[config.mk]
export PLATFORM = sky130hd
export DESIGN_NAME = universal_code_cost_accumulator_unit
export DESIGN_NICKNAME = d
export VERILOG_FILES = /design/src/hdl/ucca_pkg.sv /design/src/hdl/ucca_front.sv /design/src/hdl/ucca_queue.sv /design/src/hdl/ucca_back.sv /design/src/hdl/universal_code_cost_accumulator_unit.sv
export VERILOG_INCLUDE_DIRS = /design/src /design/src/hdl
export SDC_FILE = /design/constraint.sdc
export NUM_CORES = 2
export LEC_CHECK = 0
export ABC_AREA = 0
export ABC_CLOCK_PERIOD_IN_PS = 22300
export BUFFER_PORTS_ARGS = -buffer_cell sky130_fd_sc_hd__buf_2
export CAP_MARGIN = 5
export CORE_AREA = 2 2 432 434
export CTS_CLUSTER_SIZE = 28
export DETAILED_ROUTE_END_ITERATION = 8
export DIE_AREA = 0 0 434 436
export GPL_TIMING_DRIVEN = 0
export PLACE_DENSITY = 0.71
export SYNTH_ARGS = -nofsm -noshare
export SYNTH_HDL_FRONTEND = slang
export SYNTH_SLANG_ARGS = --single-unit
[constraint.sdc]
create_clock -name clk -period 22.3 [get_ports clk]
set_input_delay 2.23 -clock clk [delete_from_list [all_inputs] [get_ports clk]]
set_output_delay 2.23 -clock clk [all_outputs]
set_load 0.02 [all_outputs]
[src/hdl/universal_code_cost_accumulator_unit_defines.svh]
// Assertion macros used by the universal code cost accumulator back end.
// Needs clk and rst in the scope of the module that uses them.
`ifndef UNIVERSAL_CODE_COST_ACCUMULATOR_UNIT_DEFINES_SVH
`define UNIVERSAL_CODE_COST_ACCUMULATOR_UNIT_DEFINES_SVH

// Check that cons holds in the same cycle whenever ante holds.
`define UCCA_ASSERT_NOW(lbl, ante, cons, msg) \
  lbl: assert property (@(posedge clk) disable iff (rst) (ante) |-> (cons)) else $error(msg);

// Check that cons holds in the cycle after ante holds.
`define UCCA_ASSERT_NEXT(lbl, ante, cons, msg) \
  lbl: assert property (@(posedge clk) disable iff (rst) (ante) |=> (cons)) else $error(msg);

`endif

[src/hdl/ucca_pkg.sv]
`timescale 1ns / 1ps
// Package for the universal code cost accumulator: widths, queue item type
// and the code length functions. No dependencies.
package ucca_pkg;

  localparam int GAP_BITS_DEF = 32;
  localparam int GAP_MAX      = 48;
  localparam int OCC_W        = 32;
  localparam int TOT_W        = 64;
  localparam int LEN_W        = 8;
  localparam int BL_W         = 6;
  localparam int NUM_CODES    = 7;
  localparam int QUEUE_DEPTH  = 4;
  localparam int FIX32_SHIFT  = 5;
  localparam int FIX64_SHIFT  = 6;

  typedef logic [LEN_W-1:0] len_t;
  typedef logic [TOT_W-1:0] tot_t;

  typedef struct packed {
    logic             start;
    logic             nz;
    logic [OCC_W-1:0] occ;
    len_t             gamma_len;
    len_t             sigma_len;
    len_t             delta_len;
    len_t             omega_len;
    len_t             nibble_len;
  } item_t;

  function automatic logic [BL_W-1:0] bit_len_wide(input logic [GAP_MAX-1:0] v);
    logic [BL_W-1:0] n;
    n = '0;
    for (int i = 0; i < GAP_MAX; i++) begin
      if (v[i]) begin
        n = BL_W'(i + 1);
      end
    end
    return n;
  endfunction

  function automatic len_t bit_len_narrow(input len_t v);
    len_t n;
    n = '0;
    for (int i = 0; i < LEN_W; i++) begin
      if (v[i]) begin
        n = LEN_W'(i + 1);
      end
    end
    return n;
  endfunction

  // floor(v / 3) for v below 128
  function automatic len_t div3(input len_t v);
    logic [15:0] p;
    p = 16'(v) * 16'd43;
    return LEN_W'(p >> 7);
  endfunction

  function automatic len_t omega_of(input len_t l);
    len_t len;
    len_t v;
    len_t b;
    len = len_t'(1);
    v   = '0;
    b   = '0;
    if (l > len_t'(1)) begin
      len = len + l;
      v   = l - len_t'(1);
      for (int i = 0; i < 4; i++) begin
        if (v > len_t'(1)) begin
          b   = bit_len_narrow(v);
          len = len + b;
          v   = b - len_t'(1);
        end
      end
    end
    return len;
  endfunction

endpackage

[src/hdl/ucca_front.sv]
`timescale 1ns / 1ps
// Front end: accepts input requests, finds the bit length and the code
// lengths, and holds them for the queue. Depends on ucca_pkg.
module ucca_front import ucca_pkg::*; #(
  parameter int GAP_BITS = GAP_BITS_DEF
) (
  input  logic                clk,
  input  logic                rst,
  input  logic                in_valid,
  output logic                in_ready,
  input  logic [GAP_BITS-1:0] gap_value,
  input  logic [OCC_W-1:0]    occurrences,
  input  logic                start_set,
  output logic                out_valid,
  input  logic                out_ready,
  output item_t               out_item
);

  logic            hold_valid;
  item_t           hold_item;
  item_t           calc;
  logic [BL_W-1:0] l6;
  len_t            l;
  len_t            h;

  assign in_ready  = !hold_valid || out_ready;
  assign out_valid = hold_valid;
  assign out_item  = hold_item;

  always_comb begin
    l6 = bit_len_wide(GAP_MAX'(gap_value));
    l  = LEN_W'(l6);
    h  = l - len_t'(1);
    calc.start = start_set;
    calc.occ   = occurrences;
    calc.nz    = (l6 != '0);
    if (calc.nz) begin
      calc.gamma_len  = (l << 1) - len_t'(1);
      calc.sigma_len  = ((h >> 1) + len_t'(1)) * len_t'(3) - len_t'(!h[0]);
      calc.delta_len  = (bit_len_narrow(l) << 1) - len_t'(1) + l - len_t'(1);
      calc.omega_len  = omega_of(l);
      calc.nibble_len = (div3(l) + len_t'(1)) << 2;
    end else begin
      calc.gamma_len  = '0;
      calc.sigma_len  = '0;
      calc.delta_len  = '0;
      calc.omega_len  = '0;
      calc.nibble_len = '0;
    end
  end

  always_ff @(posedge clk) begin
    if (rst) begin
      hold_valid <= 1'b0;
    end else if (in_ready) begin
      hold_valid <= in_valid;
    end
  end

  always_ff @(posedge clk) begin
    if (in_ready && in_valid) begin
      hold_item <= calc;
    end
  end

endmodule

[src/hdl/ucca_queue.sv]
`timescale 1ns / 1ps
// Short request queue between the front end and the back end.
// Depends on ucca_pkg for the item type and depth.
module ucca_queue import ucca_pkg::*; (
  input  logic  clk,
  input  logic  rst,
  input  logic  push_valid,
  output logic  push_ready,
  input  item_t push_item,
  output logic  pop_valid,
  input  logic  pop_ready,
  output item_t pop_item
);

  localparam int PTR_W = $clog2(QUEUE_DEPTH);

  item_t            slots [QUEUE_DEPTH];
  logic [PTR_W-1:0] wr_ptr;
  logic [PTR_W-1:0] rd_ptr;
  logic [PTR_W:0]   count;
  logic             push;
  logic             pop;

  assign push_ready = (count != (PTR_W+1)'(QUEUE_DEPTH));
  assign pop_valid  = (count != '0);
  assign pop_item   = slots[rd_ptr];
  assign push       = push_valid && push_ready;
  assign pop        = pop_valid && pop_ready;

  always_ff @(posedge clk) begin
    if (rst) begin
      wr_ptr <= '0;
      rd_ptr <= '0;
      count  <= '0;
    end else begin
      if (push) begin
        wr_ptr <= wr_ptr + PTR_W'(1);
      end
      if (pop) begin
        rd_ptr <= rd_ptr + PTR_W'(1);
      end
      count <= count + (PTR_W+1)'(push) - (PTR_W+1)'(pop);
    end
  end

  always_ff @(posedge clk) begin
    if (push) begin
      slots[wr_ptr] <= push_item;
    end
  end

endmodule

[src/hdl/ucca_back.sv]
`timescale 1ns / 1ps
// Back end: multiplies code lengths by the count, then adds the products
// to the seven running totals that also form the output register (a start item
// reloads them). Depends on ucca_pkg and the assertion macro header.
`include "universal_code_cost_accumulator_unit_defines.svh"
module ucca_back import ucca_pkg::*; (
  input  logic                     clk,
  input  logic                     rst,
  input  logic                     in_valid,
  output logic                     in_ready,
  input  item_t                    in_item,
  output logic                     out_valid,
  input  logic                     out_ready,
  output logic [NUM_CODES*TOT_W-1:0] totals
);

  localparam int PROD_W = OCC_W + LEN_W;

  logic mul_valid;
  logic mul_start;
  logic mul_nz;
  tot_t prod [NUM_CODES];
  tot_t total [NUM_CODES];
  tot_t total_next [NUM_CODES];
  logic adv;
  logic mul_take;

  assign adv      = mul_valid && (!out_valid || out_ready);
  assign mul_take = !mul_valid || adv;
  assign in_ready = mul_take;

  always_ff @(posedge clk) begin
    if (rst) begin
      mul_valid <= 1'b0;
    end else if (mul_take) begin
      mul_valid <= in_valid;
    end
  end

  always_ff @(posedge clk) begin
    if (mul_take && in_valid) begin
      mul_start <= in_item.start;
      mul_nz    <= in_item.nz;
      prod[0]   <= TOT_W'(PROD_W'(in_item.occ) * PROD_W'(in_item.gamma_len));
      prod[1]   <= TOT_W'(PROD_W'(in_item.occ) * PROD_W'(in_item.sigma_len));
      prod[2]   <= TOT_W'(PROD_W'(in_item.occ) * PROD_W'(in_item.delta_len));
      prod[3]   <= TOT_W'(PROD_W'(in_item.occ) * PROD_W'(in_item.omega_len));
      prod[4]   <= TOT_W'(PROD_W'(in_item.occ) * PROD_W'(in_item.nibble_len));
      prod[5]   <= in_item.nz ? (TOT_W'(in_item.occ) << FIX32_SHIFT) : '0;
      prod[6]   <= in_item.nz ? (TOT_W'(in_item.occ) << FIX64_SHIFT) : '0;
    end
  end

  always_comb begin
    for (int i = 0; i < NUM_CODES; i++) begin
      total_next[i] = mul_start ? prod[i] : total[i] + prod[i];
    end
  end

  always_ff @(posedge clk) begin
    if (rst) begin
      out_valid <= 1'b0;
      for (int i = 0; i < NUM_CODES; i++) begin
        total[i] <= '0;
      end
    end else begin
      if (adv) begin
        out_valid <= 1'b1;
        for (int i = 0; i < NUM_CODES; i++) begin
          total[i] <= total_next[i];
        end
      end else if (out_ready) begin
        out_valid <= 1'b0;
      end
    end
  end

  always_comb begin
    for (int i = 0; i < NUM_CODES; i++) begin
      totals[i*TOT_W +: TOT_W] = total[i];
    end
  end

  `UCCA_ASSERT_NOW(a_fixed_ratio, 1'b1, total[6] == (total[5] << 1), "fixed64 total not twice fixed32")
  `UCCA_ASSERT_NEXT(a_start_clear, adv && mul_start, total[0] == $past(prod[0]), "start did not clear totals")
  `UCCA_ASSERT_NEXT(a_zero_gap, adv && !mul_start && !mul_nz, total[3] == $past(total[3]) && total[0] == $past(total[0]), "zero gap changed a total")

endmodule

[src/hdl/universal_code_cost_accumulator_unit.sv]
`timescale 1ns / 1ps
// Universal code cost accumulator, top level. Takes one request per cycle
// while the queue has room and returns the seven running code-cost totals
// after each request. The front end finds the code lengths combinationally
// and the back end has multiply and add lanes. A request passes the front
// register, which loads at the accepting edge, then the queue slot, the
// multiply register and the totals in that order. A four-entry queue lets
// the front end keep taking requests while the result side is stalled.
// Depends on ucca_pkg, ucca_front, ucca_queue and ucca_back.
module universal_code_cost_accumulator_unit import ucca_pkg::*; #(
  parameter  int GAP_BITS = GAP_BITS_DEF,
  localparam int S_DATA_W = ((GAP_BITS + OCC_W + 7) / 8) * 8,
  localparam int M_DATA_W = NUM_CODES * TOT_W
) (
  input  logic                clk,
  input  logic                rst,
  input  logic                s_tvalid,
  output logic                s_tready,
  // gap_value, occurrences, zero fill
  input  logic [S_DATA_W-1:0] s_tdata,
  // start_set
  input  logic                s_tuser,
  output logic                m_tvalid,
  input  logic                m_tready,
  // gamma_bits, sigma_bits, delta_bits, omega_bits, nibble_bits,
  // fixed32_bits, fixed64_bits
  output logic [M_DATA_W-1:0] m_tdata
);

  logic  fq_valid;
  logic  fq_ready;
  item_t fq_item;
  logic  qb_valid;
  logic  qb_ready;
  item_t qb_item;

  ucca_front #(
    .GAP_BITS(GAP_BITS)
  ) u_front (
    .clk        (clk),
    .rst        (rst),
    .in_valid   (s_tvalid),
    .in_ready   (s_tready),
    .gap_value  (s_tdata[GAP_BITS-1:0]),
    .occurrences(s_tdata[GAP_BITS +: OCC_W]),
    .start_set  (s_tuser),
    .out_valid  (fq_valid),
    .out_ready  (fq_ready),
    .out_item   (fq_item)
  );

  ucca_queue u_queue (
    .clk       (clk),
    .rst       (rst),
    .push_valid(fq_valid),
    .push_ready(fq_ready),
    .push_item (fq_item),
    .pop_valid (qb_valid),
    .pop_ready (qb_ready),
    .pop_item  (qb_item)
  );

  ucca_back u_back (
    .clk      (clk),
    .rst      (rst),
    .in_valid (qb_valid),
    .in_ready (qb_ready),
    .in_item  (qb_item),
    .out_valid(m_tvalid),
    .out_ready(m_tready),
    .totals   (m_tdata)
  );

endmodule

==> impl_results.md <==
* GRT Overall Usage at 32.92%
* # clock sinks at 1,038
* Mean routed wirelength per cell at 25.17 um
* Crit path max-delay cell type: sky130_fd_sc_hd__nor2_1
* Placement Setup Slack at 10,320 ps
* Detailed-router iteration count before antenna repair at 6
* Synth top cells by count: sky130_fd_sc_hd__nor2_1 (1,242), sky130_fd_sc_hd__nand2_1 (1,073), sky130_fd_sc_hd__edfxtp_1 (1,026)
* Detail Route Antenna Nets at 0
* Clock tree from TritonCTS: built
* Count of cells along the worst register-to-register path at 27
* Top cell type by total area after synthesis: sky130_fd_sc_hd__edfxtp_1
* Final setup violating endpoints at 0
* Number of H-tree levels at 3
* Arrival time worst endpoint at 11,720 ps
* Clock transition at the registers of the reported paths at 60 ps
* Worst hold path cell count at 0
* Multi-input gate area in the final layout at 56,070 um2
* Worst-path fanout max at 11
* Post-synthesis cell area at 91,870 um2
* Cts-stage hold buffer count at 0
* Vias after detailed routing at 73,250
* Main area contributors after synthesis: sky130_fd_sc_hd__edfxtp_1 (34%), sky130_fd_sc_hd__fa_1 (19%), sky130_fd_sc_hd__ha_1 (9.0%)
* Pin count of the biggest net entering global routing at 67
* WS Path Type: input pin to register
* Top_reg_cell synth: sky130_fd_sc_hd__edfxtp_1
* Die Wd at 434 um
* Achievable frequency at 0.08937 GHz
* Weighted congestion at the end of routability-driven global placement at 1.021
* Wire length of the first global-routing pass at 460,000 um
* Grt ovf at 0
* Placeable core region at 184,600 um2
* Number of buffers between clock root and the deepest sink at 3
* Terminating pin of the worst hold path: u_queue.slots[0][3]
* Synthesized area per cell at 9.921 um2
* Routed wire length at 315,700 um
* Share of the clock period used by the worst path after layout at 50.17%
* Fin worst setup slack at 11,110 ps
* Reg2Reg Setup Slack at 11,160 ps
* Tightest Hold Check Type: register to register
* CP startpoint: s_tdata[13]
* Buffers inserted during post-CTS setup optimization at 0
* Half-perimeter wire length of the detailed placement result at 248,400 um
* Library cell with the highest instance count after synthesis: sky130_fd_sc_hd__nor2_1
* CP startpoint kind: input pin
* Total Negative Setup Slacks at 0 ps
* Detailed router's first-iteration violation count at 7,458
* Number of synthesized register bits at 1,038
* Worst hold slack across all endpoints at 492.2 ps
* Initial cell density of the core at 49.76%
* Post-route cell area at 102,500 um2
* Min-Delay Startpoint: u_front.out_item[5]
* Number of antenna violations at the first check in global routing at 28
* Net count of the finished layout at 11,533
* Share of layout cells above drive strength 1 at 9.274%
* Worst-Skew Late Latency at 790 ps
* Max_slew headroom at -1.871%
* Max-slew violation count at 44
* Largest clock skew in the final design at 71.36 ps
* # rows at 158
* Number of buffers created by CTS at 113
* Async SR Flop Fraction at 0%
* Number of violations of the max-capacitance limit at 5
* Vias per inst at 5.840
* Area Growth Syn to Fin at 11.54%
* Number of hold violations in the final report at 0
* Tightest Pin Transition at 1528 ps
* Failing checks: capacitance limit, slew limit
* Number of cells upsized or downsized after cts at 0
* CP required at 22,830 ps
* Count of unique library cells instantiated by Yosys at 106
* Portion of the post-synthesis area used by sequential elements at 33.80%
* Post-route minimum period at 11,190 ps
* Post-synth top area share at 33.54%
* Synth warn at 0
* FILL cells at 16,273
* Post-placement cell area at 98,380 um2
* Number of enable flip-flop cells after synthesis at 1,026
* Largest stage delay on the critical path at 810 ps
* Count of input and output buffers at 504
* Remaining routing DRC violations at 0
* Post-Syn Instances at 9,260
* Overall die area at 189,200 um2
* Storage cell area at 31,050 um2
* Via count of the first global-routing pass at 71,899
* Nature of the critical path endpoint: register
* Critical register-to-register path endpoint: u_back.prod[2][39]
* RSZ-0062 raised after global routing: false
* Status: finished with violations
* I/O Pins at 519
* Most common cell on crit path: sky130_fd_sc_hd__ha_1
* Root Buffer Master: sky130_fd_sc_hd__clkbuf_16
* Die boundary height at 436 um
-- registers in the layout, summed over array words and instances, names as in the netlist, 2 cells and up, named ones only --
signal,cells
u_back.total,435
u_queue.slots,288
u_back.prod,230
u_front.out_item,72
u_queue.count,3
u_queue.rd_ptr,2
u_queue.wr_ptr,2
-- cells in the final DEF, fill, tap and decap left out, types with 75 or more instances in the layout --
cell	Yosys	final
sky130_fd_sc_hd__nor2_1	1242	1242
sky130_fd_sc_hd__nand2_1	1073	1073
sky130_fd_sc_hd__edfxtp_1	1026	1026
sky130_fd_sc_hd__inv_1	875	875
sky130_fd_sc_hd__fa_1	859	859
sky130_fd_sc_hd__ha_1	662	662
sky130_fd_sc_hd__a21oi_1	565	564
sky130_fd_sc_hd__buf_2	3	512
sky130_fd_sc_hd__clkbuf_1	375	376
sky130_fd_sc_hd__xnor2_1	322	322
sky130_fd_sc_hd__xor2_1	243	243
sky130_fd_sc_hd__o21ai_0	257	240
sky130_fd_sc_hd__a21o_1	172	172
sky130_fd_sc_hd__and2_1	169	165
sky130_fd_sc_hd__nor3_1	141	141
sky130_fd_sc_hd__o21a_1	117	117
sky130_fd_sc_hd__clkbuf_16	0	114
sky130_fd_sc_hd__nand3_1	110	110
sky130_fd_sc_hd__nor2b_1	105	105
sky130_fd_sc_hd__nand2b_1	101	100
sky130_fd_sc_hd__mux2i_1	75	75
-- cells by family (layout without fill, tap and decap cells) --
logic type	count (synthesis)	in the layout	share of synthesized area, %
and+or+nand+nor	3211	3211	15.45
adders and majority gates	1521	1521	27.73
AOI/OAI and AO/OA	1487	1487	10.17
buffers and inverters	1283	2049	5.299
DFF	1038	1038	33.80
xor gates and xnor gates	567	567	5.434
muxes	151	151	2.104
other	2	38	0.008175
-- metal layers --
| layer | routed length [um] | GRT usage (%) | up-vias |
|---|---|---|---|
| met3 | 33850 | 9.371 | 714 |
| met2 | 141200 | 50.86 | 3455 |
| met1 | 122600 | 42.12 | 36459 |
| met5 | 147 | 0 | - |
| li1 | - | - | 32598 |
| met4 | 17840 | 16.92 | 24 |
-- final cells by class --
class                      count  area share [%]
antenna                       23         0.05617
sequential                  1038           30.30
multi-input combinational   6952           54.72
tap                         2480           3.028
clock buffer                 134           2.867
timing repair buffer         555           3.291
clock inverter                77          0.9646
buffer                       406           1.560
inverter                     877           3.212
-- metrics by stage --
step	instances	util [%]
final	12542	55.50
after global routing	12523	55.47
after CTS	12512	55.41
after detailed placement	12301	53.28
after global placement	12257	52.83
after floorplan	9273	-
-- critical path, delay by kind of cell --
kind,cells,cell delay (ps)
AO/OA/AOI/OAI,15,3540
XOR/XNOR,1,140
buffers and inverters,5,950
adder cells (fa/ha/maj),6,1870
AND/OR/NAND/NOR,13,2970
-- worst max-delay path by stage --
stage	slack (ps)	endpoint	cells after the start
3_3_place_gp	1430	u_queue.count[2]	10
2_1_floorplan	6310	u_queue.count[2]	9
4_1_cts	11170	u_front.out_item[14]	40
6_report	11110	u_front.out_item[14]	40
3_5_place_dp	10320	u_front.out_item[14]	40
5_1_grt	10390	u_front.out_item[14]	40
Power is left out: the tool's default activity adds up to more than one toggle a clock period on the data nets, which glitch-free logic cannot reach.
